<file path="src/rtl/sptm_pkg.sv">
`default_nettype none

package sptm_pkg;

	// Action codes of an input word.
	localparam logic [1:0] ACT_APPEND_A = 2'd0;
	localparam logic [1:0] ACT_APPEND_B = 2'd1;
	localparam logic [1:0] ACT_MERGE    = 2'd2;

	// One stored list entry; row and col together form the row-major position.
	typedef struct packed {
		logic        [7:0]  row;
		logic        [7:0]  col;
		logic signed [15:0] val;
	} entry_t;

	typedef enum logic {
		ST_IDLE,
		ST_MERGE
	} state_t;

endpackage

`default_nettype wire

</file>
<file path="src/rtl/sptm_list.sv">
`default_nettype none

module sptm_list #(
	parameter int LIST_DEPTH = 16,
	parameter int CW         = 5
) (
	input  wire logic            clk,
	input  wire logic            arst_n,
	input  wire logic            wr_en,
	input  wire sptm_pkg::entry_t wr_entry,
	input  wire logic            clr,
	input  wire logic [CW-1:0]   rd_idx,
	output sptm_pkg::entry_t     rd_entry,
	output logic      [CW-1:0]   cnt
);
	import sptm_pkg::*;

	localparam int AW = (LIST_DEPTH > 1) ? $clog2(LIST_DEPTH) : 1;

	entry_t          store_q [LIST_DEPTH];
	logic   [CW-1:0] cnt_q;
	logic            full;

	assign full = (cnt_q == CW'(LIST_DEPTH));

	// Entries are appended at the fill count; words that arrive when full are dropped.
	always_ff @(posedge clk or negedge arst_n) begin
		if (!arst_n) begin
			cnt_q <= '0;
		end else if (clr) begin
			cnt_q <= '0;
		end else if (wr_en && !full) begin
			cnt_q <= cnt_q + CW'(1);
		end
	end

	always_ff @(posedge clk) begin
		if (wr_en && !full && !clr) begin
			store_q[cnt_q[AW-1:0]] <= wr_entry;
		end
	end

	assign rd_entry = store_q[rd_idx[AW-1:0]];
	assign cnt      = cnt_q;

endmodule

`default_nettype wire

</file>
<file path="src/rtl/sparse_triplet_merge_add.sv">
// Timing: an append is stored at the edge that accepts it. The first result of a merge
// passes the state register and the result register (an empty merge only the result
// register), then one result follows per cycle, one per position. Busy stays high for
// the whole merge walk; appends can be taken every cycle while the block is idle.
// Reset: arst_n clears both fill counts, the sequencer and the result strobe.
// Results are shown for one cycle only; the receiver cannot stall them.
`default_nettype none

module sparse_triplet_merge_add #(
	parameter int LIST_DEPTH = 16,
	parameter int MAX_DIM    = 256
) (
	input  wire logic               clk,
	input  wire logic               arst_n,
	input  wire logic               start,
	output logic                    busy,
	input  wire logic        [1:0]  action,
	input  wire logic        [7:0]  row,
	input  wire logic        [7:0]  col,
	input  wire logic signed [15:0] val,
	output logic                    strobe,
	output logic             [7:0]  row_res,
	output logic             [7:0]  col_res,
	output logic signed      [16:0] sum_value,
	output logic                    last,
	output logic                    empty_res,
	output logic             [5:0]  count
);
	import sptm_pkg::*;

	// Width of a fill count or a head index, which must be able to hold LIST_DEPTH itself.
	localparam int CW = $clog2(LIST_DEPTH + 1);

	state_t state_q, state_d;

	logic            accept;
	logic            in_range;
	logic            wr_a, wr_b;
	logic            clr;
	entry_t          wr_entry;
	entry_t          head_a, head_b;
	logic [CW-1:0]   cnt_a, cnt_b;
	logic [CW-1:0]   idx_a_q, idx_b_q;
	logic [CW-1:0]   idx_a_d, idx_b_d;
	logic [5:0]      k_q;

	// Merge step signals.
	logic            a_has, b_has;
	logic            take_a, take_b;
	logic [15:0]     pos_a, pos_b;
	logic signed [16:0] op_a, op_b, sum;
	logic            step_last;

	// Result register.
	logic               strobe_q;
	logic [7:0]         row_q, col_q;
	logic signed [16:0] sum_q;
	logic               last_q, empty_q;
	logic [5:0]         count_q;

	assign busy   = (state_q != ST_IDLE);
	assign accept = start && !busy;

	// Entries whose row or column fall outside the matrix are dropped.
	assign in_range = ({1'b0, row} < 9'(MAX_DIM)) && ({1'b0, col} < 9'(MAX_DIM));
	assign wr_a     = accept && (action == ACT_APPEND_A) && in_range;
	assign wr_b     = accept && (action == ACT_APPEND_B) && in_range;

	always_comb begin
		wr_entry     = '0;
		wr_entry.row = row;
		wr_entry.col = col;
		wr_entry.val = val;
	end

	sptm_list #(
		.LIST_DEPTH (LIST_DEPTH),
		.CW         (CW)
	) u_list_a (
		.clk      (clk),
		.arst_n   (arst_n),
		.wr_en    (wr_a),
		.wr_entry (wr_entry),
		.clr      (clr),
		.rd_idx   (idx_a_q),
		.rd_entry (head_a),
		.cnt      (cnt_a)
	);

	sptm_list #(
		.LIST_DEPTH (LIST_DEPTH),
		.CW         (CW)
	) u_list_b (
		.clk      (clk),
		.arst_n   (arst_n),
		.wr_en    (wr_b),
		.wr_entry (wr_entry),
		.clr      (clr),
		.rd_idx   (idx_b_q),
		.rd_entry (head_b),
		.cnt      (cnt_b)
	);

	// The shared unit: one position compare and one adder per merge cycle. The head of
	// each list that is consumed feeds the adder; an exhausted list contributes zero, and
	// when both heads sit at the same position both are consumed and summed.
	assign a_has = (idx_a_q < cnt_a);
	assign b_has = (idx_b_q < cnt_b);
	assign pos_a = {head_a.row, head_a.col};
	assign pos_b = {head_b.row, head_b.col};

	always_comb begin
		take_a = 1'b0;
		take_b = 1'b0;
		if (a_has && b_has) begin
			take_a = (pos_a <= pos_b);
			take_b = (pos_b <= pos_a);
		end else begin
			take_a = a_has;
			take_b = b_has;
		end
	end

	assign op_a = take_a ? 17'(head_a.val) : '0;
	assign op_b = take_b ? 17'(head_b.val) : '0;
	assign sum  = op_a + op_b;

	assign idx_a_d   = idx_a_q + (take_a ? CW'(1) : CW'(0));
	assign idx_b_d   = idx_b_q + (take_b ? CW'(1) : CW'(0));
	assign step_last = (idx_a_d == cnt_a) && (idx_b_d == cnt_b);

	// Next state: an empty merge is answered at once from idle; otherwise the sequencer
	// walks the lists and clears them together with the last result.
	always_comb begin
		state_d = state_q;
		clr     = 1'b0;
		case (state_q)
			ST_IDLE: begin
				if (accept && (action == ACT_MERGE)) begin
					if ((cnt_a == '0) && (cnt_b == '0)) begin
						state_d = ST_IDLE;
					end else begin
						state_d = ST_MERGE;
					end
				end
			end
			ST_MERGE: begin
				if (step_last) begin
					state_d = ST_IDLE;
					clr     = 1'b1;
				end
			end
			default: begin
				state_d = ST_IDLE;
			end
		endcase
	end

	always_ff @(posedge clk or negedge arst_n) begin
		if (!arst_n) begin
			state_q <= ST_IDLE;
		end else begin
			state_q <= state_d;
		end
	end

	// Head indexes and the emitted word counter restart with every merge.
	always_ff @(posedge clk or negedge arst_n) begin
		if (!arst_n) begin
			idx_a_q <= '0;
			idx_b_q <= '0;
			k_q     <= '0;
		end else if (state_q == ST_IDLE) begin
			idx_a_q <= '0;
			idx_b_q <= '0;
			k_q     <= '0;
		end else begin
			idx_a_q <= idx_a_d;
			idx_b_q <= idx_b_d;
			k_q     <= k_q + 6'd1;
		end
	end

	always_ff @(posedge clk or negedge arst_n) begin
		if (!arst_n) begin
			strobe_q <= 1'b0;
		end else begin
			strobe_q <= (state_q == ST_MERGE) ||
				(accept && (action == ACT_MERGE) && (cnt_a == '0) && (cnt_b == '0));
		end
	end

	// Result payload. The count wraps modulo 64 and is shown only on the last word.
	always_ff @(posedge clk) begin
		if (state_q == ST_MERGE) begin
			row_q   <= take_b ? head_b.row : head_a.row;
			col_q   <= take_b ? head_b.col : head_a.col;
			sum_q   <= sum;
			last_q  <= step_last;
			empty_q <= 1'b0;
			count_q <= step_last ? (k_q + 6'd1) : 6'd0;
		end else if (accept && (action == ACT_MERGE)) begin
			row_q   <= '0;
			col_q   <= '0;
			sum_q   <= '0;
			last_q  <= 1'b1;
			empty_q <= 1'b1;
			count_q <= '0;
		end
	end

	assign strobe    = strobe_q;
	assign row_res   = row_q;
	assign col_res   = col_q;
	assign sum_value = sum_q;
	assign last      = last_q;
	assign empty_res = empty_q;
	assign count     = count_q;

endmodule

`default_nettype wire

</file>
<file path="config.mk">
export PLATFORM = sky130hd
export DESIGN_NAME = sparse_triplet_merge_add
export DESIGN_NICKNAME = d
export VERILOG_FILES = /design/src/rtl/sptm_pkg.sv /design/src/rtl/sptm_list.sv /design/src/rtl/sparse_triplet_merge_add.sv
export SDC_FILE = /design/constraint.sdc
export NUM_CORES = 1
export LEC_CHECK = 0
export ABC_AREA = 1
export BUFFER_PORTS_ARGS = -buffer_cell sky130_fd_sc_hd__buf_4
export CAP_MARGIN = 20
export CELL_PAD_IN_SITES_DETAIL_PLACEMENT = 1
export CELL_PAD_IN_SITES_GLOBAL_PLACEMENT = 1
export CORE_ASPECT_RATIO = 1.1
export CORE_MARGIN = 10
export CORE_UTILIZATION = 25
export DETAILED_ROUTE_END_ITERATION = 16
export PLACE_DENSITY_LB_ADDON = 0.3
export SLEW_MARGIN = 20
export SYNTH_ARGS = -nofsm -noshare
export SYNTH_HDL_FRONTEND = slang
export SYNTH_SLANG_ARGS = --single-unit
export TNS_END_PERCENT = 5
</file>
<file path="constraint.sdc">
create_clock -name clk -period 5.92 [get_ports clk]
set_input_delay 0.296 -clock clk [delete_from_list [all_inputs] [get_ports clk]]
set_output_delay 0.296 -clock clk [all_outputs]
set_load 0.1 [all_outputs]
</file>
======== Yosys cells after proc, flatten, opt, wreduce, memory -nomap -nowiden ========
Memories as Yosys holds them, arrays and structs flattened.
Index checks and enable logic that the tools add are counted.
word-level totals
  bits in registers ....................... 69
  RAM bits ................................ 1024
  word-level logic and storage cells ...... 91
  memories kept ........................... 2
operators by class
  $add $sub $neg .......................... 6
  order comparisons ....................... 4
  eq/ne operators ......................... 6
  muxes and demuxes ....................... 35
  bitwise operators ....................... 1
  reductions and logical operators ........ 24
memory list
  memory            words  width  read ports  clocked after Yosys merged registers in  wr ports  RTL line         RTL
  u_list_a.store_q  16     32     1           0                                        1         sptm_list.sv:20  entry_t store_q [LIST_DEPTH];
  u_list_b.store_q  16     32     1           0                                        1         sptm_list.sv:20
operators with widths
  kind                                            count
  2-to-1 mux 17 bit                               4
  2-to-1 mux 8 bit                                5
  less-or-equal comparator 16 bit                 2
  2-to-1 mux 5 bit                                6
  2-to-1 mux 6 bit                                4
  adder 17 bit                                    1
  2-to-1 mux 1 bit                                15
  logical AND 1 bit                               13
  adder 5 x 1 -> 5 bit                            2
  adder 5 x 1 -> 5 bit (second input constant)    2
  == test 5 bit                                   2
  == test 5 bit (second input constant)           2
  zero test 5 bit                                 2
  < comparator 5 bit                              2
  adder 6 x 1 -> 6 bit (second input constant)    1
  nonzero test 2 bit                              3
  zero test 1 bit                                 4
  == test 2 x 1 -> 1 bit (second input constant)  1
  == test 2 bit (second input constant)           1
  zero test 2 bit                                 1
  one-hot mux 1 bit (2 select lines)              1
  logical OR 1 bit                                1
  inverter 1 bit                                  1

======== Logic depth before layout (Yosys ltp) ========
Gate-level depths: netlist of the first run.
  depth in word-level cells ............... 13
  gate-level depth with buffers ........... 39
  depth with buffers taken out ............ 34

======== Modules after synthesis ========
From an unflattened synthesis of the first run, not the netlist that was laid out.
second synthesis, totals
  cell total of the unflattened synthesis .. 4830
  area total of the unflattened synthesis .. 49165.9 um^2
by module, submodules not included
  module                    instances  cells an instance  area an instance (um^2)
  sptm_list (u_list_a)      1          2121               22396.5
  sptm_list (u_list_b)      1          2122               22389.0
  sparse_triplet_merge_add  1          587                4380.5

======== Least setup slack after synthesis of the first run ========
Ideal clock, no wire load.
  path type ............................... register to register
  start point ............................. reg idx_a_q[1]
  end point ............................... reg sum_q[12], in the netlist sum_value[12] (data pin)
  arrival time ............................ 3.818 ns
  path slack .............................. 1.842 ns
  stages on the path, launching flop included .. 31
  buffers on the path ..................... 4
  path through ............................ dfrtp_1 > buf_4 > buf_6 > buf_2 > a21oi_1 > o21ai_0 > o211ai_1 > nand3_1 > nand2_1 > inv_1 > ha_1 > a21o_1 > nor2_1 > nand2_1 > nand2_1 > nand2_1 > nor2_1 > nand2_1 > nand2_2 > buf_4 > nor2_1 > ha_1 > fa_1 > nand2_1 > nand3_1 > o21ai_0 > o21ai_0 > nand2_1 > nand3b_1 > nand2_1 > a21oi_1
on the way
  word-level cells in the longest chain between the ends .. 6
  elaborated cells between the ends (all ways) .. 11
  classes of those cells .................. 1 x add/sub; 3 x order compare; 5 x mux; 1 x reduce/logical; 1 x memory
RTL lines
  what                                                                    RTL line                                                          RTL
  start, declared                                                         sparse_triplet_merge_add.sv:43                                    logic [CW-1:0] idx_a_q, idx_b_q;
  start signal, assigned                                                  sparse_triplet_merge_add.sv:178                                   idx_a_q <= idx_a_d;
  memory read (16 x 32 bit) / < comparator 5 bit (equally long branches)  n/a
  less-or-equal comparator 16 bit (tied with other cells)                 sparse_triplet_merge_add.sv:116                                   take_a = (pos_a <= pos_b);
  2-to-1 mux 1 bit                                                        sparse_triplet_merge_add.sv:115                                   if (a_has && b_has) begin
  2-to-1 mux 17 bit (on tied branches)                                    sparse_triplet_merge_add.sv:124, sparse_triplet_merge_add.sv:125
  adder 17 bit (*)                                                        sparse_triplet_merge_add.sv:126                                   assign sum = op_a + op_b;
  2-to-1 mux 17 bit (*)                                                   sparse_triplet_merge_add.sv:195                                   if (state_q == ST_MERGE) begin
  end signal, assigned                                                    sparse_triplet_merge_add.sv:198                                   sum_q <= sum;
  end, declared                                                           sparse_triplet_merge_add.sv:57                                    logic signed [16:0] sum_q;
Every way passes the cells marked *; elsewhere a longest branch is shown, timed or not.
A chain may end at the register's enable or synchronous reset.

======== Worst setup path in the final report of the first run ========
  start point ............................. reg idx_a_q[0]
  end point ............................... reg sum_q[12], in the netlist sum_value[12] (data pin)
Same word-level chain as after synthesis.

==> metrics, run 1 <==
Post-CTS Setup Bufs 0; Routed WL per cell about 23 um; Top cell by count, worst path nand2_1; Worst Setup EP sum_value[12]; commonest non-fill, non-tap cell in the layout edfxtp_1; main area contributors after synthesis edfxtp_1 (69%), nand2_1 (6.7%), nand3_1 (4.6%), nor2_1 (3.3%), o21ai_0 (2.9%); Area growth, synth to finish 16.3%; H-tree levels 3; fmax 184 MHz; Initial DRT Pass Iterations 6; multi-input logic area between 10000 and 15000 um2; CTS buffer count approximately 110; Async S/R FF share, synth 2.56%; vias in the first global route 31.4k; Leak 19.2 nW; leading cell types in the layout, fill and taps excluded edfxtp_1 (1064), nand2_1 (817), nand3_1 (423), nor2_1 (380), o21ai_0 (268); HP Class in -> async; drt total wl 149 mm; root cell of the clock tree clkbuf_16; clk_skew 0.0325 ns; Worst R2R Setup Slack 0.49 ns; std cell rows 165; Post-Syn Area 46100 um2; min Tclk post-route 5.43 ns; Die Span Y 470 um; via/cell ratio 4.66; dpl ws 0.505 ns; Int Pwr ~0.015 W; r2r endpoint sum_value[12]; count of final max-slew check failures 0; total chip power 0.0236 W; syn nets 4011; Die Outline Area 202000 um2; r2r startpoint idx_a_q[0]; Req. time, crit path 6.42 ns; Net Switching 0.00884 W; Max-slew headroom 32.5%; CTS Buffer Depth 3; launch point of the worst path idx_a_q[0]; Max IR drop VDD 325 uV; # IOs 80; status finished, final reports clean; Crit path largest cell delay 0.64 ns; Final Cycle Share roughly nine tenths; combinational share of power about a third; final setup violation count 0; critical path type reg -> reg; Clock Latency Late Sink 0.75 ns; Final GP Congestion 0.780; crit-path leading delay family simple AND/OR/NAND/NOR gates; total track usage between 10% and 20%; final hold vios 0; DRT iter0 DRCs 2100; worst reg2reg path depth 30; top cell type's share of synthesized area 69.4%; Yosys cell types 42; Post-Synthesis Cells 3920; Syn Area/Cell between 10 and 15 um2; Layout Nets 4119; Critical Path Sink Type flop; Reg power frac 38.3%; DRT antenna net count 0; TritonCTS clock tree yes; Initial Utilization about a quarter; register area share after synthesis 70.9%; Worst Path Max Fanout 57; ys flop type edfxtp_1; filler cell count 20.0k; fin worst setup slack 0.490 ns; Congestion Overflow GR 0; Storage cell area roughly 33000 um2; layout cells sized above 1 a little over a tenth; Worst setup SP type flop; DRC viols 0; worst path bufs/invs 3; Clock Power Share between 20% and 30%; max cap viols 0; Synth Register Bits 1093; buffers added on ports 79; pwr/cell area 440 nW/um2; initial antenna violation count 3; Placeable Area 184000 um2; largest net degree at the start of global routing 129; Yosys warning total 0; vias post-DR 30.4k; die width 429 um; final setup TNS 0 ns; first-pass GRT wire length 219 mm; Arr. time, crit path ~5.9 ns; Post-DP HPWL between 80 and 90 mm; worst slew pin tran 1.01 ns; Worst-path clk slew 0.06 ns; Post-synth EDFFs 1064; CP max stage cell dfrtp_4; Net Sw Frac between 30 and 40%; RSZ-0062 raised after global routing false; critical path depth 30; clock sinks around 1.1k; biggest area consumer among synthesized cells edfxtp_1
logic make-up after synthesis:
group	after synthesis	share of synthesized area, %
simple gates	1704	15.3
xor+xnor	8	0.168
flops	1093	70.9
fa+ha+maj	54	1.48
buf+inv	473	4.96
compound gates	588	7.13
synth_stat cells (all sizes together) (4+ instances only):
library cell,number
edfxtp,1064
nand2,825
nand3,425
nor2,410
o21ai,285
inv,246
buf,175
a21oi,139
o22ai,63
o211ai,55
ha,53
clkbuf,52
dfrtp,28
a22oi,26
or2,20
nor3,11
nand4,10
xor2,7
o221ai,6
o21bai,5
a21o,4
per-stage QoR:
stage,hold slack [ns],cell area (um2),util [%],std cells
2_1_floorplan,0.000409,46100,-,3920
3_3_place_gp,0.296,49700,27.1,6300
3_5_place_dp,0.298,49700,27.1,6300
4_1_cts,0.0149,53600,29.2,6534
5_1_grt,0.0744,53600,29.2,6535
6_report,0.0737,53600,29.2,6536
worst min path at each step:
stage | startpoint | end | slack, ns | depth (start not counted)
3_3_place_gp | arst_n | strobe | 0.30 | 1
6_report | arst_n | strobe | 0.07 | 2
5_1_grt | arst_n | strobe | 0.07 | 2
3_5_place_dp | arst_n | strobe | 0.30 | 1
4_1_cts | action[1] | u_list_a.cnt[1] | 0.01 | 5
2_1_floorplan | arst_n | busy | 0.0004 | 0
metal layers:
metal,vias to the layer above,track usage [%],part of all wire [%]
li1,13985,-,-
met1,15610,18.7,44
met2,612,24.4,48
met3,223,1.92,4.0
met4,4,5.16,3.3
met5,-,0,0.021
area by class of cell:
type	count	share of cell area [%]
flip-flops and latches	1093	61.0
multi-input cells	2354	21.1
inverters	246	1.76
clock buffers	134	5.34
repair buffers	222	3.84
diodes	2	0.00934
clock inverters	64	1.24
well taps	2421	5.65
what timing repair did:
| action | 4_1_cts | 5_1_grt |
|---|---|---|
| setup endpoints to repair | 0 | 2 |
| hold buffers | 36 | 0 |
| endpoints found under the hold margin | 1055 | 0 |
| resized for setup | 0 | 1 |
power by group through the flow:
stage          combinational (W)  clock (W)  sequential, W
6_report                 0.00754    0.00698        0.00903
5_1_grt                  0.00832    0.00743        0.00906
4_1_cts                  0.00764    0.00715        0.00904
3_5_place_dp             0.00758          0        0.00920
3_3_place_gp             0.00755          0        0.00919
2_1_floorplan            0.00421          0         0.0102
registers in the layout, summed over array words and instances, names as in the netlist, 5 cells and up:
register          cells
col_res               8
row_res               8
u_list_b.store_q    512
u_list_b.cnt          5
u_list_a.cnt          5
count                 6
u_list_a.store_q    512
idx_a_q               5
idx_b_q               5
k_q                   6
sum_value            17
Note: power is estimated with default switching activity, not from simulation.
==> run 2, diff against run 1 <==
--- a/config.mk
+++ b/config.mk
@@ -13,6 +13,7 @@
 export CORE_ASPECT_RATIO = 1.1
 export CORE_MARGIN = 10
 export CORE_UTILIZATION = 25
+export CTS_BUF_LIST = sky130_fd_sc_hd__clkbuf_16
 export DETAILED_ROUTE_END_ITERATION = 16
 export PLACE_DENSITY_LB_ADDON = 0.3
 export SLEW_MARGIN = 20
==> metrics, run 2 (synthesized netlist as in run 1, its figures left out) <==
crit-path leading delay family simple AND/OR/NAND/NOR gates; total track usage 14.4%; largest net degree at the start of global routing 129; Worst Setup EP sum_value[12]; worst path bufs/invs 3; leading cell types in the layout, fill and taps excluded edfxtp_1 (1064), nand2_1 (817), nand3_1 (423), nor2_1 (380), o21ai_0 (268); final hold vios 0; root cell of the clock tree clkbuf_16; filler cell count around 20k; Clock Latency Late Sink 0.75 ns; DRT antenna net count 0; final setup violation count 0; Routed WL per cell between 20 and 25 um; Crit path largest cell delay 0.64 ns; met3 routed WL between 5 and 6 mm; Max-slew headroom between 30% and 40%; DRC viols 0; die width about 430 um; total chip power 0.0235 W; commonest non-fill, non-tap cell in the layout edfxtp_1; initial antenna violation count 3; clock sinks 1093; WL met1 66.2 mm; Max Used Layer met5; TritonCTS clock tree yes; drt total wl 149 mm; Post-CTS Setup Bufs 0; Final GP Congestion 0.780; critical path type reg -> reg; std cell rows 165; launch point of the worst path idx_a_q[0]; H-tree levels 3; # IOs 80; CP max stage cell dfrtp_4; Top cell by count, worst path nand2_1; Post-DP HPWL 86.8 mm; Die Outline Area 202000 um2; fmax 185 MHz; Area growth, synth to finish 16.3%; max cap viols 0; Max IR drop VDD 325 uV; vias in the first global route between 30k and 40k; Worst R2R Setup Slack 0.51 ns; min Tclk post-route 5.41 ns; layout cells sized above 1 10.6%; buffers added on ports 79; Arr. time, crit path roughly 5.9 ns; CTS buffer count ~110; Final Cycle Share 91.4%; HP Class in -> async; Req. time, crit path ~6.4 ns; clk_skew ~0.03 ns; first-pass GRT wire length 219 mm; via/cell ratio between 4 and 5; final setup TNS 0 ns; DRT iter0 DRCs 2114; vias post-DR 30.4k; critical path depth 30; Critical Path Sink Type flop; Worst Path Max Fanout 57; r2r endpoint sum_value[12]; worst reg2reg path depth 30; Initial DRT Pass Iterations 5; count of final max-slew check failures 0; Placeable Area 184000 um2; Worst-path clk slew 0.06 ns; Layout Nets 4119; pwr/cell area 439 nW/um2; r2r startpoint idx_a_q[0]; status finished, final reports clean; Worst setup SP type flop; Congestion Overflow GR 0; RSZ-0062 raised after global routing false; met2 routed wirelength 72.4 mm; CTS Buffer Depth 3; Die Span Y 470 um; Initial Utilization 25.1%; Leak between 15 and 20 nW; worst slew pin tran 0.991 ns
-- run 2: changes by cell type in the layout (fill, tap and decap cells not counted), sizes merged --
cell,before,now
inv,251,274
clkbuf,134,111
diode,2,1
-- run 2: per-stage QoR --
| step | util (%) | instance area [um2] | hold WS [ns] | setup slack, ns | cells |
|---|---|---|---|---|---|
| after floorplan | - | 46100 | 0.000409 | 1.84 | 3920 |
| after global placement | 27.1 | 49700 | 0.296 | 0.513 | 6300 |
| after detailed placement | 27.1 | 49700 | 0.298 | 0.505 | 6300 |
| after CTS | 29.2 | 53600 | 0.0149 | 0.480 | 6534 |
| after global routing | 29.2 | 53600 | 0.0744 | 0.0335 | 6535 |
| final | 29.2 | 53600 | 0.0718 | 0.507 | 6535 |
-- run 2: layer usage --
metal	track usage, %	up-vias
li1	-	13983
met1	18.7	15609
met2	24.4	559
met3	1.92	227
met4	5.16	4
met5	0	-
-- run 2: worst min path at each step --
stage                      endpoint  cells past startpoint
finish                       strobe                      2
global route                 strobe                      2
floorplan                      busy                      0
CTS                 u_list_a.cnt[1]                      5
global placement             strobe                      1
detailed placement           strobe                      1
-- run 2: where the power goes --
part           total (W)  internal, W  leakage [nW]  switching [W]
sequential       0.00903      0.00888          9.98       0.000154
combinational    0.00754      0.00195          7.50        0.00559
clock            0.00694      0.00384          1.80        0.00310
total             0.0235       0.0147          19.3        0.00884
-- run 2: timing repair --
action / CTS / global route
endpoints found under the setup margin: 0 / 2
gates resized for setup: 0 / 1
endpoints found under the hold margin: 1055 / 0
hold buffers: 36 / 0
-- run 2: final cells by class --
cell class                      count  area [um2]  area share (%)
Sequential cell                  1093       32700            61.0
Clock buffer                      111        2780            5.18
Timing Repair Buffer              222        2060            3.84
Inverter                          246         945            1.76
Antenna cell                        1        2.50         0.00467
Multi-Input combinational cell   2354       11300            21.1
Clock inverter                     87         751            1.40
Tap cell                         2421        3030            5.65
-- run 2: worst reg2reg max path: cells and delay by family (launching register included) --
kind / cells / cell delay (ns)
compound gates: 5 / 0.77
fa+ha+maj: 3 / 0.96
buf+inv: 3 / 0.63
flops: 1 / 0.64
simple gates: 19 / 2.15
==> run 3, diff against run 2 <==
--- a/config.mk
+++ b/config.mk
@@ -8,8 +8,6 @@
 export ABC_AREA = 1
 export BUFFER_PORTS_ARGS = -buffer_cell sky130_fd_sc_hd__buf_4
 export CAP_MARGIN = 20
-export CELL_PAD_IN_SITES_DETAIL_PLACEMENT = 1
-export CELL_PAD_IN_SITES_GLOBAL_PLACEMENT = 1
 export CORE_ASPECT_RATIO = 1.1
 export CORE_MARGIN = 10
 export CORE_UTILIZATION = 25
==> metrics, run 3 (synthesized netlist as in run 1, its figures left out) <==
std cell rows 165; via/cell ratio 4.65; Critical Path Sink Type flop; max cap viols 0; r2r endpoint count[5]; filler cell count 18.6k; worst reg2reg path depth 26; Final Cycle Share between 80% and 90%; vias in the first global route 29.3k; Layout Nets slightly above 4k; post-route non-filler standard cell count between 6k and 7k; Worst Path Max Fanout 88; drt total wl 141 mm; Placeable Area 184000 um2; Routed WL per cell 21.6 um; DRC viols 0; leading cell types in the layout, fill and taps excluded edfxtp_1 (1064), nand2_1 (817), nand3_1 (423), nor2_1 (380), o21ai_0 (268); r2r startpoint idx_a_q[0]; commonest non-fill, non-tap cell in the layout edfxtp_1; pwr/cell area 438 nW/um2; Post-CTS Setup Bufs 0; Max-slew headroom 33.4%; Req. time, crit path ~6.5 ns; DRT antenna net count 0; status finished, final reports clean; vias post-DR between 30k and 40k; Post-DP HPWL 76.7 mm; final setup violation count 0; count of final max-slew check failures 0; Placed Instances 6273; total track usage a little over an eighth; HP Class in -> async; fmax 189 MHz; Leak between 15 and 20 nW; Arr. time, crit path between 5 and 6 ns; RSZ-0062 raised after global routing false; buffers added on ports 79; min Tclk post-route roughly 5.3 ns; Die Outline Area 202000 um2; largest net degree at the start of global routing 131; Initial Utilization approximately a quarter; Final GP Congestion about 0.79; root cell of the clock tree clkbuf_16; clock sinks about 1.1k; layout cells sized above 1 between 10% and 20%; worst slew pin tran 0.999 ns; Area growth, synth to finish 16.3%; Worst-path clk slew approximately 0.06 ns; Worst R2R Setup Slack 0.64 ns; final hold vios 0; Worst setup SP type flop; initial antenna violation count 3; CTS buffer count 110; # IOs 80; first-pass GRT wire length between 200 and 250 mm; Worst Setup EP count[5]; clk_skew 0.0262 ns; launch point of the worst path idx_a_q[0]; H-tree levels 3; TritonCTS clock tree yes; final setup TNS 0 ns; DRT iter0 DRCs roughly 2.8k; Clock Latency Late Sink roughly 0.75 ns; Die Span Y 470 um; Max IR drop VDD 428 uV; Initial DRT Pass Iterations 5; CTS Buffer Depth 3; die width 429 um; critical path type reg -> reg; Congestion Overflow GR 0
## run 3: report_power, final
group	switching [W]	internal [W]	leakage [nW]
logic	0.00547	0.00192	7.37
registers	0.000143	0.00888	9.98
clock network	0.00303	0.00405	1.87
total	0.00864	0.0148	19.2
## run 3: worst min path at each step
stage	start	endpoint	slack [ns]	depth (start not counted)
floorplan	arst_n	busy	0.0004	0
global placement	arst_n	strobe	0.30	1
detailed placement	arst_n	strobe	0.30	1
CTS	arst_n	strobe	0.07	2
global route	arst_n	k_q[5]	0.12	2
finish	arst_n	k_q[5]	0.09	2
## run 3: layer usage
layer | track usage [%] | wire length [um]
met5 | 0 | 26
met4 | 4.14 | 3900
met3 | 1.96 | 7730
met2 | 22.9 | 68500
met1 | 17.6 | 60400
## run 3: what timing repair did
item,CTS,global route
hold endpoints to repair,1039,0
resized for setup,0,0
hold buffers,35,0
## run 3: area by class of cell
| class | count | area [um2] | share of cell area [%] |
|---|---|---|---|
| Antenna cell | 1 | 2.50 | 0.00467 |
| Clock inverter | 89 | 781 | 1.46 |
| Clock buffer | 113 | 2830 | 5.28 |
| Multi-Input combinational cell | 2354 | 11300 | 21.2 |
| Sequential cell | 1093 | 32700 | 61.0 |
| Tap cell | 2421 | 3030 | 5.65 |
| Timing Repair Buffer | 194 | 1960 | 3.65 |
| Inverter | 246 | 941 | 1.76 |
## run 3: worst max-delay path, stage by stage, from the launching register on
cell	delay (ns)
dfrtp_4	0.55
inv_6	0.53
nor2_1	0.08
nor2_1	0.10
o21ai_0	0.09
nand3_1	0.09
nand3_1	0.13
nand2_1	0.16
inv_1	0.05
ha_1	0.29
nand2_1	0.07
nor2_1	0.23
nand4_1	0.17
nor2_1	0.20
nor2_1	0.08
nand2_2	0.09
nand2_2	0.09
buf_4	0.22
inv_2	0.06
ha_1	0.20
ha_1	0.27
or2_2	0.28
a21oi_1	0.14
nand3_1	0.10
nor2_2	0.12
nand3_2	0.37
nor2_1	0.25
## run 3: per-stage QoR
stage | cell area (um2) | setup WS [ns] | total power (W) | hold WS [ns] | util, %
floorplan | 46100 | 1.84 | 0.0144 | 0.000409 | -
global placement | 49600 | 0.756 | 0.0166 | 0.300 | 27.0
detailed placement | 49600 | 0.731 | 0.0166 | 0.297 | 27.0
CTS | 53600 | 0.688 | 0.0237 | 0.0748 | 29.2
global route | 53600 | 0.184 | 0.0247 | 0.118 | 29.2
finish | 53600 | 0.642 | 0.0235 | 0.0904 | 29.2
